<file path="src/brst_pkg.sv">
// Package: constants, types and helper functions for the bucketed range sum table.
package brst_pkg;

   localparam int INDEX_W      = 10;
   localparam int DELTA_W      = 32;
   localparam int ELEM_W       = 32;
   localparam int TOTAL_W      = 64;
   localparam int ARRAY_DEPTH  = 1024;
   localparam int BUCKET_BITS  = 5;
   localparam int BUCKET_SIZE  = 1 << BUCKET_BITS;
   localparam int BUCKET_COUNT = (ARRAY_DEPTH + BUCKET_SIZE - 1) / BUCKET_SIZE;
   localparam int ADDR_W       = (ARRAY_DEPTH > 1) ? $clog2(ARRAY_DEPTH) : 1;
   localparam int BKT_W        = (BUCKET_COUNT > 1) ? $clog2(BUCKET_COUNT) : 1;
   localparam int CMP_W        = ((ADDR_W > INDEX_W) ? ADDR_W : INDEX_W) + 1;

   localparam logic [ADDR_W-1:0] LAST_ADDR = ADDR_W'(ARRAY_DEPTH - 1);
   localparam logic [ADDR_W-1:0] BKT_MASK  = ADDR_W'(BUCKET_SIZE - 1);

   typedef enum logic {
      OP_ADD   = 1'b0,
      OP_QUERY = 1'b1
   } op_type;

   typedef enum logic [2:0] {
      ACC_HOLD,
      ACC_CLEAR,
      ACC_ELEM,
      ACC_BUCKET,
      ACC_UPD_ELEM,
      ACC_UPD_BUCKET
   } mode_type;

   typedef struct packed {
      mode_type          mode;
      logic              load_delta;
      logic              load_out;
      logic              elem_we;
      logic              bkt_we;
      logic              wr_zero;
      logic [ADDR_W-1:0] elem_addr;
      logic [BKT_W-1:0]  bkt_addr;
   } ctl_type;

   function automatic logic [BKT_W-1:0] bucket_of(input logic [ADDR_W-1:0] addr);
      logic [ADDR_W-1:0] sh;
      sh = addr >> BUCKET_BITS;
      return sh[BKT_W-1:0];
   endfunction

   function automatic logic [ADDR_W-1:0] bucket_first(input logic [BKT_W-1:0] b);
      logic [ADDR_W-1:0] w;
      w = ADDR_W'(b);
      return w << BUCKET_BITS;
   endfunction

   function automatic logic [ADDR_W-1:0] bucket_last(input logic [BKT_W-1:0] b);
      return bucket_first(b) | BKT_MASK;
   endfunction

endpackage

</file>
<file path="src/brst_accum.sv">
// Shared 64-bit adder with the running accumulator, delta and result registers.
module brst_accum (
   input  logic                                clock,
   input  brst_pkg::ctl_type                   ctl,
   input  logic        [brst_pkg::DELTA_W-1:0] delta,
   input  logic        [brst_pkg::ELEM_W-1:0]  elem_rd,
   input  logic        [brst_pkg::TOTAL_W-1:0] bkt_rd,
   output logic        [brst_pkg::ELEM_W-1:0]  elem_wdata,
   output logic        [brst_pkg::TOTAL_W-1:0] bkt_wdata,
   output logic signed [brst_pkg::TOTAL_W-1:0] total
);

   localparam int EXT_W = brst_pkg::TOTAL_W - brst_pkg::ELEM_W;
   localparam int DEXT_W = brst_pkg::TOTAL_W - brst_pkg::DELTA_W;

   logic [brst_pkg::TOTAL_W-1:0] acc_ff, acc_in;
   logic [brst_pkg::DELTA_W-1:0] delta_ff;
   logic [brst_pkg::TOTAL_W-1:0] out_ff;
   logic [brst_pkg::TOTAL_W-1:0] elem_ext, delta_ext;
   logic [brst_pkg::TOTAL_W-1:0] op_a, op_b, sum;

   assign elem_ext  = {{EXT_W{elem_rd[brst_pkg::ELEM_W-1]}}, elem_rd};
   assign delta_ext = {{DEXT_W{delta_ff[brst_pkg::DELTA_W-1]}}, delta_ff};

   always_comb begin
      op_a   = acc_ff;
      op_b   = '0;
      acc_in = acc_ff;
      unique case (ctl.mode)
         brst_pkg::ACC_HOLD: begin
         end
         brst_pkg::ACC_CLEAR: begin
            acc_in = '0;
         end
         brst_pkg::ACC_ELEM: begin
            op_b   = elem_ext;
            acc_in = sum;
         end
         brst_pkg::ACC_BUCKET: begin
            op_b   = bkt_rd;
            acc_in = sum;
         end
         brst_pkg::ACC_UPD_ELEM: begin
            op_a = elem_ext;
            op_b = delta_ext;
         end
         brst_pkg::ACC_UPD_BUCKET: begin
            op_a = bkt_rd;
            op_b = delta_ext;
         end
         default: begin
         end
      endcase
   end

   assign sum = op_a + op_b;

   assign elem_wdata = ctl.wr_zero ? '0 : sum[brst_pkg::ELEM_W-1:0];
   assign bkt_wdata  = ctl.wr_zero ? '0 : sum;

   always_ff @(posedge clock) begin
      acc_ff <= acc_in;
      if (ctl.load_delta) begin
         delta_ff <= delta;
      end
      if (ctl.load_out) begin
         out_ff <= acc_ff;
      end
   end

   assign total = out_ff;

endmodule

</file>
<file path="config.mk">
export PLATFORM = sky130hd
export DESIGN_NAME = brst_accum
export DESIGN_NICKNAME = d
export VERILOG_FILES = /design/src/brst_pkg.sv /design/src/brst_accum.sv
export SDC_FILE = /design/constraint.sdc
export NUM_CORES = 1
export LEC_CHECK = 0
export BUFFER_PORTS_ARGS = -buffer_cell sky130_fd_sc_hd__buf_2
export CELL_PAD_IN_SITES_DETAIL_PLACEMENT = 0
export CELL_PAD_IN_SITES_GLOBAL_PLACEMENT = 1
export CORE_MARGIN = 3
export CORE_UTILIZATION = 43
export CTS_CLUSTER_DIAMETER = 40
export CTS_CLUSTER_SIZE = 12
export DETAILED_ROUTE_END_ITERATION = 8
export GPL_TIMING_DRIVEN = 0
export PLACE_DENSITY = 0.93
export SETUP_SLACK_MARGIN = 0.1
export SLEW_MARGIN = 15
export SYNTH_ARGS = -nofsm -noshare
export SYNTH_HDL_FRONTEND = slang
export SYNTH_SLANG_ARGS = --single-unit
</file>
<file path="constraint.sdc">
create_clock -name clock -period 10.5 [get_ports clock]
set_input_delay 1.05 -clock clock [delete_from_list [all_inputs] [get_ports clock]]
set_output_delay 1.05 -clock clock [all_outputs]
set_load 0.01 [all_outputs]
</file>
[Word level (Yosys, flattened, before mapping)]
Index checks and enable logic that the tools add are counted.
Widths: inputs -> output; s select.
Word-level totals
  bits in registers: 160
  output and inout port bits: 160
  word-level logic and storage cells: 17
Operators by class
  add/subtract/negate cells: 1
  equality and inequality tests: 5
  mux-type cells: 5
  reduce and logical (&&, ||, !) cells: 3
Operator list (number)
  $pmux 64 s2: 2
  $pmux 64 s3: 1
  $add 64x64->64: 1
  $mux 64: 1
  $mux 32: 1
  $eq 3x2->1 const B: 2
  $eq 3x3->1 const B: 2
  $reduce_or 2->1: 2
  $eq 3x1->1 const B: 1
  $reduce_bool 2->1: 1

[Longest topological paths before layout]
  word-level depth: 5
  depth in mapped cells: 19
  depth with buffers taken out: 16

[Worst setup path before layout]
Ideal clock, no wire load.
  kind: input -> output
  start point: in ctl[21] (netlist name)
  end point: out elem_wdata[29] (netlist name)
  arrival: 4.639 ns
  required time: 9.450 ns
  slack: 4.811 ns
  stages on the path: 17
  path through: inv_1 ha_1 clkbuf_1 clkbuf_1 buf_1 a21oi_1 ha_1 a21o_1 a21oi_1 a2111oi_4 nor3b_2 o21bai_1 a221o_1 a21oi_1 xor2_1 nor2_1 buf_4
On the way
  word-level cells in the longest chain between the ends: 5
RTL lines
  from (decl): RTL line brst_accum.sv:4  | input brst_pkg::ctl_type ctl,
  $eq 3x3->1: RTL line brst_accum.sv:29  | unique case (ctl.mode)
  $reduce_or 2->1 (no source line)
  $pmux 64 s3: RTL line brst_accum.sv:29
  $add 64x64->64 (*): RTL line brst_accum.sv:56  | assign sum = op_a + op_b;
  $mux 32 (*): RTL line brst_accum.sv:58  | assign elem_wdata = ctl.wr_zero ? '0 : sum[brst_pkg::ELEM_W-1:0];
  to (decl): RTL line brst_accum.sv:8  | output logic [brst_pkg::ELEM_W-1:0] elem_wdata,
Mark *: on every way between the ends. The rest lies on a longest branch, timed or not.

[Worst setup path in the final report]
  start point: in ctl[22] (netlist name)
  end point: out bkt_wdata[60] (netlist name)
On the way
  word-level cells in the longest chain between the ends: 5
RTL lines
  $eq 3x3->1: RTL line brst_accum.sv:29
  $reduce_or 2->1 (no source line)
  $pmux 64 s3: RTL line brst_accum.sv:29
  $add 64x64->64 (*): RTL line brst_accum.sv:56
  $mux 64 (*): RTL line brst_accum.sv:59  | assign bkt_wdata = ctl.wr_zero ? '0 : sum;
  to (decl): RTL line brst_accum.sv:9  | output logic [brst_pkg::TOTAL_W-1:0] bkt_wdata,
Marked as above.

==> flow_summary_export.csv <==
group,metric,value,unit
timing,final-hold-violation-count,0,
floorplan,die-area,28900,µm²
critical_path,crit_type,"input port to output pin",
logic_synthesis,yosysUniqueCellTypes,76,
cts,post-cts-setup-buffers,0,
cts,cts_buffers,17,
logic_synthesis,ys_warn_count,0,
finish,seqCellArea,4800,µm²
finish,mostFrequentLayoutCell,"buf_2",
routing,wl_per_cell,20.3,µm
global_routing,grt_start_max_net_pins,36,
routing,dr_total_vias,11300,
place,port-buffer-count,294,
timing,worst_pin_slew,1.12,ns
pwr,power,2090,µW
global_routing,gr-total-overflow,0,
routing,drt_iter0_markers,1084,
global_routing,antenna_found_initial,5,
routing,ant_nets,0,
routing,vias_per_cell,5.74,
timing,skew,0.0156,ns
timing,fmax,0.126,GHz
cts,cts_root_buf,"clkbuf_16",
finish,area_delta_synth_final,22.0,%
timing,setup_tns,0,ns
finish,final_util,0.538,
place,hpwlAfterDp,30.7,mm
pwr,power_leakage,0.00604,µW
timing,setup_violations,0,
floorplan,coreArea,26200,µm²
place,gp_congestion,0.932,
timing,period_minus_slack,7.91,ns
critical_path,crit_required,9.45,ns
timing,whs,0.447,ns
global_routing,grt_usage,0.269,
cts,h-tree-depth,4,
finish,fillers,2463,
logic_synthesis,synth_seq_area_share,0.416,
cts,clkSinkCount,160,
critical_path,start_kind,"input port",
routing,dr.pass1.iters,9,
run,cap_viol_max_count,0,
routing,totalWireLength,40.0,mm
pwr,power.density,148,nW/µm²
logic_synthesis,ys_ff_latch,160,
global_routing,gr-max-usage-layer,"met2",
run_status,failed_checks,"DRC",
logic_synthesis,ys.flop_type,"edfxtp_1",
run_status,status,"finished with violations",
finish,num-nets-final,1833,
cts,cts_buffer_depth,2,
critical_path,r2r_setup_slack,5.75,ns
global_routing,use_met3,0.0397,
floorplan,die_h,170,µm
timing,slew-limit-headroom,0.247,
global_routing,met1_usage,0.372,
floorplan,start_util,0.441,
cts,postCtsHoldBufs,0,
pwr,peakVddDrop,0.101,mV
finish,multi_input_area,6080,µm²
logic_synthesis,mappedNetlistNets,1518,
timing,finalCritPeriodShare,0.754,
critical_path,cp_max_fo,10,
global_routing,grt_pass1_vias,10900,
critical_path,arrival,6.86,ns
timing,maxSlewViolCount,0,
min_path,hold_path_class,"flip-flop to flip-flop",
logic_synthesis,avgSynthCellArea,8.89,µm²
logic_synthesis,syn-cell-area,11600,µm²
global_routing,use_met2,0.446,
global_routing,grt_pass1_wl,60.6,mm
floorplan,rows,59,
cts,clk_pin_slew,0.07,ns
finish,most-common-layout-cells,"296 x buf_2, 243 x nor2_1, 169 x a21oi_1",
place,pre_cts_ws,2.80,ns
logic_synthesis,synth-edff-count,160,
cts,cts_tree,"done",
logic_synthesis,async_flop_share,0,
floorplan,die_w,170,µm
floorplan,io_pins,312,
cts,cts_resized,0,
routing,drcViolationCount,1,
finish,layout-drive-gt1-share,0.243,
logic_synthesis,synthCells,1300,
cts,clock_latency,0.44,ns
critical_path,end_kind,"output pin",
timing,fin_ws,2.59,ns
timing,rsz0062_at_grt,"false",
[cell families after synthesis]
logic type | synth area share
compound gates | 0.226
buf+inv | 0.0591
flops | 0.416
xor+xnor | 0.0424
mux | 0.00541
simple gates | 0.179
fa+ha+maj | 0.0721
[synth_stat cells, types with 26 or more instances]
cell,count,share of area
nor2_1,243,0.079
a21oi_1,169,0.073
edfxtp_1,160,0.42
nand2_1,134,0.044
clkbuf_1,71,0.023
ha_1,65,0.070
o21ai_0,45,0.019
a21o_1,41,0.027
buf_4,34,0.022
a22oi_1,32,0.021
a222oi_1,30,0.026
xnor2_1,29,0.022
nor3_1,28,0.012
xor2_1,27,0.020
nand4_1,26,0.014
[metrics by stage]
step	cells	cell area (µm²)
global placement	1929	13500
detailed placement	1931	13500
finish	1966	14100
floorplan	1300	11600
CTS	1962	14100
global route	1965	14100
[critical path: stages]
cell and delay, ns:
buf_2 0.11, inv_1 0.08, nor3_1 0.91, clkbuf_1 0.54, a22oi_1 0.20, a21oi_1 0.21
ha_1 0.20, inv_1 0.06, fa_1 0.40, nor2b_1 0.17, o31a_1 0.19, o21ai_0 0.19
a311oi_1 0.77, o21ai_0 0.37, o21ai_0 0.68, a31oi_1 0.21, xor2_1 0.26, nor2_1 0.07
buf_2 0.17
[worst paths after layout]
kind	startpoint	endpoint	cells after the start
worst max-delay path	ctl[22]	bkt_wdata[60]	19
worst min-delay path	acc_ff[53]	total[53]	0
worst min register to register	acc_ff[53]	total[53]	0
worst max register to register	delta_ff[21]	acc_ff[60]	13
[metal layers]
| layer | share of wire | routed length [µm] |
|---|---|---|
| met5 | 0.00070 | 28 |
| met4 | 0.016 | 646 |
| met3 | 0.078 | 3130 |
| met2 | 0.47 | 18800 |
| met1 | 0.44 | 17400 |
[registers in the layout (all words and copies together), names as in the netlist]
name / count
acc_ff: 64
total: 64
delta_ff: 32
[report_power, final]
part | total [µW] | switching [µW] | internal (µW)
logic | 643 | 400 | 243
clock network | 664 | 306 | 358
registers | 780 | 19.1 | 761
total | 2090 | 725 | 1360
[final cells by class]
cell class,count,area share
plain buffers,118,0.0439
flip-flops and latches,160,0.341
multi-input cells,1005,0.431
well taps,335,0.0297
clock inverters,14,0.0120
inverters,17,0.00452
diodes,4,0.000710
repair buffers,296,0.107
clock buffers,17,0.0302
No activity file was read; power rests on OpenSTA's default activity.
