$ cat src/brst_pkg.sv
// Package: constants, types and helper functions for the bucketed range sum table.
package brst_pkg;

   localparam int INDEX_W      = 10;
   localparam int DELTA_W      = 32;
   localparam int ELEM_W       = 32;
   localparam int TOTAL_W      = 64;
   localparam int ARRAY_DEPTH  = 1024;
   localparam int BUCKET_BITS  = 5;
   localparam int BUCKET_SIZE  = 1 << BUCKET_BITS;
   localparam int BUCKET_COUNT = (ARRAY_DEPTH + BUCKET_SIZE - 1) / BUCKET_SIZE;
   localparam int ADDR_W       = (ARRAY_DEPTH > 1) ? $clog2(ARRAY_DEPTH) : 1;
   localparam int BKT_W        = (BUCKET_COUNT > 1) ? $clog2(BUCKET_COUNT) : 1;
   localparam int CMP_W        = ((ADDR_W > INDEX_W) ? ADDR_W : INDEX_W) + 1;

   localparam logic [ADDR_W-1:0] LAST_ADDR = ADDR_W'(ARRAY_DEPTH - 1);
   localparam logic [ADDR_W-1:0] BKT_MASK  = ADDR_W'(BUCKET_SIZE - 1);

   typedef enum logic {
      OP_ADD   = 1'b0,
      OP_QUERY = 1'b1
   } op_type;

   typedef enum logic [2:0] {
      ACC_HOLD,
      ACC_CLEAR,
      ACC_ELEM,
      ACC_BUCKET,
      ACC_UPD_ELEM,
      ACC_UPD_BUCKET
   } mode_type;

   typedef struct packed {
      mode_type          mode;
      logic              load_delta;
      logic              load_out;
      logic              elem_we;
      logic              bkt_we;
      logic              wr_zero;
      logic [ADDR_W-1:0] elem_addr;
      logic [BKT_W-1:0]  bkt_addr;
   } ctl_type;

   function automatic logic [BKT_W-1:0] bucket_of(input logic [ADDR_W-1:0] addr);
      logic [ADDR_W-1:0] sh;
      sh = addr >> BUCKET_BITS;
      return sh[BKT_W-1:0];
   endfunction

   function automatic logic [ADDR_W-1:0] bucket_first(input logic [BKT_W-1:0] b);
      logic [ADDR_W-1:0] w;
      w = ADDR_W'(b);
      return w << BUCKET_BITS;
   endfunction

   function automatic logic [ADDR_W-1:0] bucket_last(input logic [BKT_W-1:0] b);
      return bucket_first(b) | BKT_MASK;
   endfunction

endpackage

$ cat src/brst_channels_if.sv
// Interfaces: request and response channels with valid/ready handshakes.
interface brst_req_if;
   logic                                valid;
   logic                                ready;
   logic                                op;
   logic        [brst_pkg::INDEX_W-1:0] index;
   logic signed [brst_pkg::DELTA_W-1:0] delta;
   logic        [brst_pkg::INDEX_W-1:0] range_low;
   logic        [brst_pkg::INDEX_W-1:0] range_high;

   modport source(output valid, op, index, delta, range_low, range_high, input ready);
   modport sink(input valid, op, index, delta, range_low, range_high, output ready);
endinterface


$ cat src/brst_ctrl.sv
// Sequencer: clearing pass, update steps and the fragment and bucket walk of a query.
module brst_ctrl (
   input  logic              clock,
   input  logic              reset,
   brst_req_if.sink          req,
   input  logic              rsp_ready,
   output logic              rsp_valid,
   output brst_pkg::ctl_type ctl
);

   typedef enum logic [3:0] {
      ST_CLEAR,
      ST_IDLE,
      ST_UPD_READ,
      ST_UPD_ELEM,
      ST_UPD_BUCKET,
      ST_FRAG_LOW,
      ST_FRAG_HIGH,
      ST_BUCKETS,
      ST_DRAIN,
      ST_FINISH
   } state_type;

   state_type                    state_ff, state_in;
   logic [brst_pkg::ADDR_W-1:0]  ptr_ff, ptr_in;
   logic [brst_pkg::ADDR_W-1:0]  last_ff, last_in;
   logic [brst_pkg::ADDR_W-1:0]  hi_ff, hi_in;
   logic [brst_pkg::BKT_W-1:0]   bptr_ff, bptr_in;
   logic [brst_pkg::BKT_W-1:0]   bh_ff, bh_in;
   logic                         same_ff, same_in;
   brst_pkg::mode_type           pend_ff, pend_in;
   logic                         rsp_valid_ff, rsp_valid_in;

   logic [brst_pkg::CMP_W-1:0]   idx_wide, lo_wide, hi_wide;
   logic [brst_pkg::ADDR_W-1:0]  hi_clamp, lo_addr, ptr_next;
   logic [brst_pkg::BKT_W-1:0]   b_low, b_high, bptr_next;
   logic                         in_table, reversed;

   assign idx_wide  = brst_pkg::CMP_W'(req.index);
   assign lo_wide   = brst_pkg::CMP_W'(req.range_low);
   assign hi_wide   = brst_pkg::CMP_W'(req.range_high);
   assign in_table  = idx_wide < brst_pkg::CMP_W'(brst_pkg::ARRAY_DEPTH);
   assign hi_clamp  = (hi_wide > brst_pkg::CMP_W'(brst_pkg::LAST_ADDR))
                      ? brst_pkg::LAST_ADDR : hi_wide[brst_pkg::ADDR_W-1:0];
   assign reversed  = lo_wide > brst_pkg::CMP_W'(hi_clamp);
   assign lo_addr   = lo_wide[brst_pkg::ADDR_W-1:0];
   assign b_low     = brst_pkg::bucket_of(lo_addr);
   assign b_high    = brst_pkg::bucket_of(hi_clamp);
   assign ptr_next  = ptr_ff + 1'b1;
   assign bptr_next = bptr_ff + 1'b1;

   always_comb begin
      state_in     = state_ff;
      ptr_in       = ptr_ff;
      last_in      = last_ff;
      hi_in        = hi_ff;
      bptr_in      = bptr_ff;
      bh_in        = bh_ff;
      same_in      = same_ff;
      pend_in      = brst_pkg::ACC_HOLD;
      rsp_valid_in = rsp_valid_ff & ~rsp_ready;
      req.ready    = 1'b0;

      ctl            = '0;
      ctl.mode       = pend_ff;
      ctl.elem_addr  = ptr_ff;
      ctl.bkt_addr   = bptr_ff;

      unique case (state_ff)
         ST_CLEAR: begin
            ctl.wr_zero  = 1'b1;
            ctl.elem_we  = 1'b1;
            ctl.bkt_addr = ptr_ff[brst_pkg::BKT_W-1:0];
            ctl.bkt_we   = ({1'b0, ptr_ff} < (brst_pkg::ADDR_W + 1)'(brst_pkg::BUCKET_COUNT));
            ptr_in       = ptr_next;
            if (ptr_ff == brst_pkg::LAST_ADDR) begin
               state_in = ST_IDLE;
            end
         end
         ST_IDLE: begin
            req.ready      = 1'b1;
            ctl.load_delta = req.valid;
            if (req.valid) begin
               if (req.op == brst_pkg::OP_QUERY) begin
                  ctl.mode = brst_pkg::ACC_CLEAR;
                  if (reversed) begin
                     state_in = ST_FINISH;
                  end else begin
                     ptr_in   = lo_addr;
                     hi_in    = hi_clamp;
                     bh_in    = b_high;
                     bptr_in  = b_low + 1'b1;
                     same_in  = (b_low == b_high);
                     last_in  = (b_low == b_high) ? hi_clamp : brst_pkg::bucket_last(b_low);
                     state_in = ST_FRAG_LOW;
                  end
               end else if (in_table) begin
                  ptr_in   = idx_wide[brst_pkg::ADDR_W-1:0];
                  bptr_in  = brst_pkg::bucket_of(idx_wide[brst_pkg::ADDR_W-1:0]);
                  state_in = ST_UPD_READ;
               end
            end
         end
         ST_UPD_READ: begin
            state_in = ST_UPD_ELEM;
         end
         ST_UPD_ELEM: begin
            ctl.mode    = brst_pkg::ACC_UPD_ELEM;
            ctl.elem_we = 1'b1;
            state_in    = ST_UPD_BUCKET;
         end
         ST_UPD_BUCKET: begin
            ctl.mode   = brst_pkg::ACC_UPD_BUCKET;
            ctl.bkt_we = 1'b1;
            state_in   = ST_IDLE;
         end
         ST_FRAG_LOW: begin
            pend_in = brst_pkg::ACC_ELEM;
            if (ptr_ff == last_ff) begin
               if (same_ff) begin
                  state_in = ST_DRAIN;
               end else begin
                  ptr_in   = brst_pkg::bucket_first(bh_ff);
                  last_in  = hi_ff;
                  state_in = ST_FRAG_HIGH;
               end
            end else begin
               ptr_in = ptr_next;
            end
         end
         ST_FRAG_HIGH: begin
            pend_in = brst_pkg::ACC_ELEM;
            if (ptr_ff == last_ff) begin
               state_in = (bptr_ff != bh_ff) ? ST_BUCKETS : ST_DRAIN;
            end else begin
               ptr_in = ptr_next;
            end
         end
         ST_BUCKETS: begin
            pend_in = brst_pkg::ACC_BUCKET;
            bptr_in = bptr_next;
            if (bptr_next == bh_ff) begin
               state_in = ST_DRAIN;
            end
         end
         ST_DRAIN: begin
            state_in = ST_FINISH;
         end
         ST_FINISH: begin
            if (!rsp_valid_ff || rsp_ready) begin
               ctl.load_out = 1'b1;
               rsp_valid_in = 1'b1;
               state_in     = ST_IDLE;
            end
         end
         default: begin
            state_in = ST_IDLE;
         end
      endcase
   end

   always_ff @(posedge clock) begin
      if (reset) begin
         state_ff     <= ST_CLEAR;
         ptr_ff       <= '0;
         pend_ff      <= brst_pkg::ACC_HOLD;
         rsp_valid_ff <= 1'b0;
      end else begin
         state_ff     <= state_in;
         ptr_ff       <= ptr_in;
         pend_ff      <= pend_in;
         rsp_valid_ff <= rsp_valid_in;
      end
      last_ff <= last_in;
      hi_ff   <= hi_in;
      bptr_ff <= bptr_in;
      bh_ff   <= bh_in;
      same_ff <= same_in;
   end

   assign rsp_valid = rsp_valid_ff;

endmodule

$ cat src/flat_wrapper.sv
// flat-port wrapper written by rule: the top's interface ports become plain ports
module brst_ctrl_flat 
  (clock, reset, rsp_ready, rsp_valid, ctl, req_valid, req_op, req_index, req_delta, req_range_low, req_range_high, req_ready);
  brst_req_if req_i ();
  input  logic clock;
  input  logic reset;
  input  logic rsp_ready;
  output logic rsp_valid;
  output brst_pkg::ctl_type ctl;
  input wire logic [$bits(req_i.valid)-1:0] req_valid;
  input wire logic [$bits(req_i.op)-1:0] req_op;
  input wire logic [$bits(req_i.index)-1:0] req_index;
  input wire logic [$bits(req_i.delta)-1:0] req_delta;
  input wire logic [$bits(req_i.range_low)-1:0] req_range_low;
  input wire logic [$bits(req_i.range_high)-1:0] req_range_high;
  output wire logic [$bits(req_i.ready)-1:0] req_ready;
  assign req_i.valid = req_valid;
  assign req_i.op = req_op;
  assign req_i.index = req_index;
  assign req_i.delta = req_delta;
  assign req_i.range_low = req_range_low;
  assign req_i.range_high = req_range_high;
  assign req_ready = req_i.ready;
  brst_ctrl u_core (.clock(clock), .reset(reset), .req(req_i), .rsp_ready(rsp_ready), .rsp_valid(rsp_valid), .ctl(ctl));
endmodule
$ cat config.mk
export PLATFORM = sky130hd
export DESIGN_NAME = brst_ctrl_flat
export DESIGN_NICKNAME = d
export VERILOG_FILES = /design/src/brst_pkg.sv /design/src/brst_channels_if.sv /design/src/brst_ctrl.sv /design/src/flat_wrapper.sv
export SDC_FILE = /design/constraint.sdc
export NUM_CORES = 1
export LEC_CHECK = 0
export BUFFER_PORTS_ARGS = -buffer_cell sky130_fd_sc_hd__clkbuf_2
export CELL_PAD_IN_SITES_DETAIL_PLACEMENT = 1
export CELL_PAD_IN_SITES_GLOBAL_PLACEMENT = 1
export CORE_UTILIZATION = 39
export CTS_CLUSTER_DIAMETER = 60
export DETAILED_ROUTE_END_ITERATION = 10
export GPL_TIMING_DRIVEN = 1
export PLACE_DENSITY_LB_ADDON = 0.1
export SETUP_SLACK_MARGIN = 0.2
export SLEW_MARGIN = 20
export SYNTH_ARGS = -nofsm -noshare
export SYNTH_HDL_FRONTEND = slang
export SYNTH_SLANG_ARGS = --single-unit
$ cat constraint.sdc
create_clock -name clock -period 4.9 [get_ports clock]
set_clock_uncertainty 0.05 [all_clocks]
set_input_delay 1.47 -clock clock [delete_from_list [all_inputs] [get_ports clock]]
set_output_delay 1.47 -clock clock [all_outputs]
set_load 0.01 [all_outputs]
Yosys cells after proc, flatten, opt, wreduce, memory -nomap -nowiden
Cells that the tools add are included.

word-level totals
  bits in registers = 49
  bits of input ports = 67
  output and inout bits = 25
  word-level logic and storage cells = 106

operators by class
  add/subtract/negate cells = 3
  $lt $le $gt $ge = 4
  eq/ne operators = 27
  muxes and demuxes = 47
  bitwise logic cells = 3
  reductions and logical operators = 13

operator list
  cell                     number
  $mux W10                 14
  $mux W4                  11
  $pmux W10 S4             1
  $pmux W4 S9              1
  $mux W5                  5
  $pmux W10 S2             1
  $eq A4 B3 Y1 const B     4
  $reduce_and A6 Y1        2
  $lt A10 B11 Y1 const B   1
  $add A10 B1 Y10 const B  1
  $add A5 B1 Y5 const B    2
  $eq A10 B10 Y1           1
  $eq A10 B10 Y1 const B   1
  $eq A5 B5 Y1             2
  $gt A10 B10 Y1           1
  $gt A10 B10 Y1 const B   1
  $lt A10 B6 Y1 const B    1
  $ne A2 B1 Y1 const B     5
  $ne A2 B2 Y1 const B     5
  $pmux W5 S2              1
  $pmux W3 S3              1
  $eq A4 B2 Y1 const B     2
  $eq A4 B4 Y1 const B     2
  $mux W1                  8
  17 further kinds         23

Logic depth before layout (Yosys ltp)
  depth after elaboration = 8
  depth in mapped cells = 10
  depth with buffers taken out = 8

Worst setup path after synthesis
Ideal clock, no wire load.

  kind = in2reg
  start = input port req_range_high[7]
  end = register u_core.last_ff[0] (netlist bit) (enable)
  setup time = 0.403 ns
  arrival = 3.717 ns
  data required time = 4.447 ns
  slack = 0.729 ns
  stages on the path = 8
  path buffers = 0
  cell sequence = inv_1 > ha_1 > a211oi_1 > nor2_1 > a2111oi_1 > or2_2 > a31oi_1 > nor4_1

between the ends
  word-level cells in the longest chain between the ends = 5

RTL lines
  element                                 RTL line            text
  from (decl)                             flat_wrapper.sv:15  input wire logic [$bits(req_i.range_high)-1:0] req_range_high;
  $gt A10 B10 Y1                          brst_ctrl.sv:43     assign hi_clamp = (hi_wide > brst_pkg::CMP_W'(brst_pkg::LAST_ADDR))
  $mux W10 (*)                            brst_ctrl.sv:44     ? brst_pkg::LAST_ADDR : hi_wide[brst_pkg::ADDR_W-1:0];
  $gt A10 B10 Y1 (*)                      brst_ctrl.sv:45     assign reversed = lo_wide > brst_pkg::CMP_W'(hi_clamp);
  $ne A2 B2 Y1 (no source line) (*)       -
  $reduce_and A6 Y1 (no source line) (*)  -
  to (signal assigned)                    brst_ctrl.sv:174    last_ff <= last_in;
  to (decl)                               brst_ctrl.sv:26     logic [brst_pkg::ADDR_W-1:0] last_ff, last_in;

Mark *: on every way between the ends. The rest lies on a longest branch, timed or not.
A chain may end at the register's enable or synchronous reset.

Worst setup path after layout
  start = input port req_range_low[5]
  end = register u_core.bh_ff[3] (netlist bit) (enable)

between the ends
  word-level cells in the longest chain between the ends = 3

RTL lines
  element                             RTL line            text
  from (decl)                         flat_wrapper.sv:14  input wire logic [$bits(req_i.range_low)-1:0] req_range_low;
  $gt A10 B10 Y1                      brst_ctrl.sv:45
  $not A1 Y1 (no source line)         -
  $reduce_and A4 Y1 (no source line)  -
  to (signal assigned)                brst_ctrl.sv:177    bh_ff <= bh_in;
  to (decl)                           brst_ctrl.sv:29     logic [brst_pkg::BKT_W-1:0] bh_ff, bh_in;

No other way between the ends.

==> results.toml <==
[status]
status = "completed"

[setup_path]
end_kind = "register"
worstSetupStartpointType = "input port"
crit_path_max_fanout = 11
reg2reg_to = "u_core.last_ff[7]"
critPathRequiredTime_ns = 4.82
crit_type = "input port to register"
r2r-start = "u_core.ptr_ff[2]"
crit_arrival_ns = 3.67
ff2ff_setup_slack_ns = 2.21
rr_worst_depth = 6

[hold_path]
min_from = "u_core.hi_ff[0]"
hold_path.class = "register to register"
min_path_cells = 2
min_to = "u_core.last_ff[0]"

[floorplan]
fp.dieW_um = 93.61
fp.dieH_um = 93.61
initial_core_util_pct = 40.04
die-area_sq_um = 8763
coreArea_sq_um = 8175
rows = 33
ios = 92

[logic_synthesis]
synthXorXnorAreaFrac_pct = 9.213
avgSynthCellArea_sq_um = 8.659
synth_compound_area_share_pct = 19.11
synth_top_family_by_area = "simple AND/OR/NAND/NOR gates"
synthArstFlopShare_pct = 0
synth_area_sq_um = 3273
muxShareOfSynthArea_pct = 5.390
yosysTopAreaCell = "edfxtp_1"
synth_simple_gate_area_share_pct = 19.30
synthCells = 378
yosys_warnings = 0
synth_commonest_cells = "nor2_1 (42), nand2_1 (27), edfxtp_1 (26), inv_1 (22)"
synth_area_leaders = "edfxtp_1 (24%), dfxtp_1 (10%), xnor2_1 (5.6%), nor2_1 (4.8%), ha_1 (4.6%)"
ys.flop_type = "edfxtp_1"
synth_edf_count = 26
synthDominantCellAreaShare_pct = 23.85
syn_nets = 457
yosysUniqueCellTypes = 59
synthAdderAreaFrac_pct = 4.587
ys_seq_area_share_pct = 34.25
ys_ff_latch = 43
synth.most_common_cell = "nor2_1"

[route]
drc = 0
drt_pass1_iterations = 4
drt_iter0_markers = 90
wl_per_cell_um = 18.46
vias = 2928
viasPerCell = 5.609
routed_wirelength_um = 9637
ant_nets = 0

[global_routing]
gr-usage-met1_pct = 31.95
top_usage_layer = "met2"
grtUsageTotal_pct = 23.60
grt_util_met3_pct = 2.927
grt_pass1_vias = 2904
grt_pass1_wl_um = 15510
antenna_found_initial = 0
grt_start_max_net_pins = 21
grt-ovfl-total = 0
grt_use_met2_pct = 39.71

[sta]
relSlewSlack_pct = 36.40
period_share_pct = 76.66
finalSetupViolations = 0
setup_tns_ns = 0
grt_setup_unrepaired = "false"
worstMarginPinSlew_ns = 0.9467
clock.fmax_mhz = 266.2
slew_violations = 0
fin_crit_ns = 3.756
finalHoldViolations = 0

[clocking]
root_buffer = "clkbuf_8"
insertion_delay_ns = 0.31
htreeDepth = 2
hold_buffers = 0
cts_resized = 0
cts_num_sinks = 43
cts-buffers-inserted = 5
cts_tree = "built"
clk_transition_reported_paths_ns = 0.09
cts_setup_buffers = 0
cts_buffer_depth = 2

[final_layout]
final_cells = 522
seqCellArea_sq_um = 1121
layout.nets = 495
drive_gt1_share_pct = 22.30
diodes = 0
fin_area_sq_um = 3649
multi_input_area_sq_um = 1892
fin_util_pct = 44.63
fillers = 1016
area_growth_pct = 11.47

[pwr]
leakage_nw = 1.447
ir_drop_mv = 0.1209
power_density_nw_per_um2 = 432.7

[placed_design]
place.gp.congestion = 0.8400
placed_area_sq_um = 3556
numPortBuffers = 59
dp.cells = 514
hpwl_um = 7498

[job]
cap_violations = 0
-- cell families after synthesis --
family,after synthesis
muxes,17
DFF,43
adders and majority gates,12
AOI/OAI and AO/OA,89
xor gates and xnor gates,31
buffers and inverters,55
and+or+nand+nor,131
-- worst max-delay path, cell delays in order --
cell and delay, ns:
clkbuf_2 0.14, ha_1 0.36, a21oi_1 0.14, o21ai_0 0.12, a2111oi_1 0.71, or2_2 0.24
nand3_1 0.11, inv_1 0.37
-- routing by layer --
layer / wire (um) / share of wire (%)
met1: 4573 / 47
met2: 4677 / 49
met3: 252 / 2.6
met5: 0 / 0
met4: 133 / 1.4
-- layout make-up --
type | count | share of cell area [%]
multi-input cells | 280 | 51.85
flip-flops and latches | 43 | 30.73
repair buffers | 63 | 8.916
well taps | 105 | 3.601
inverters | 23 | 2.366
clock buffers | 5 | 1.886
clock inverters | 3 | 0.6516
-- through the flow --
step                      total power (W)  hold WS (ns)  worst slack, ns
after floorplan                  0.001115        0.4773           0.7293
after global placement           0.001338        0.4967           0.8255
after detailed placement         0.001346        0.5050           0.8311
after CTS                        0.001590        0.5278            1.155
after global routing             0.001684        0.5634           0.9750
final                            0.001579        0.5209            1.144
-- worst max path at each step --
stage                       from           endpoint  slack, ns  cells past startpoint
2_1_floorplan  req_range_high[7]  u_core.last_ff[0]       0.73                      8
3_3_place_gp    req_range_low[7]    u_core.hi_ff[1]       0.83                      8
3_5_place_dp    req_range_low[7]    u_core.hi_ff[1]       0.83                      8
4_1_cts                   req_op            ctl[21]       1.15                      5
5_1_grt         req_range_low[7]    u_core.hi_ff[4]       0.97                      8
6_report        req_range_low[5]    u_core.bh_ff[3]       1.14                      8
-- cell usage in the layout (no fill, tap or decap), drive strengths merged, types with 12 or more instances in the layout --
cell     n
ha      12
mux2i   12
inv     23
nand3   16
nand2   27
nor2    42
o21ai   21
xnor2   23
edfxtp  26
dfxtp   17
clkbuf  64
a21oi   21
-- where the power goes --
part           switching (W)  internal, W  leakage (nW)  total [W]
clock network       0.000146     0.000102        0.0408   0.000248
registers           0.000109     0.000451         0.363   0.000561
logic               0.000427     0.000344          1.04   0.000770
total               0.000682     0.000897          1.45    0.00158
-- sequential cells by signal, summed over array words and instances, names as in the netlist --
register          count
u_core.last_ff       10
u_core.ptr_ff        10
u_core.bh_ff          5
u_core.bptr_ff        5
u_core.hi_ff          5
u_core.state_ff       4
u_core.pend_ff        2
u_core.rsp_valid      1
u_core.same_ff        1
(Power assumes the default switching activity.)
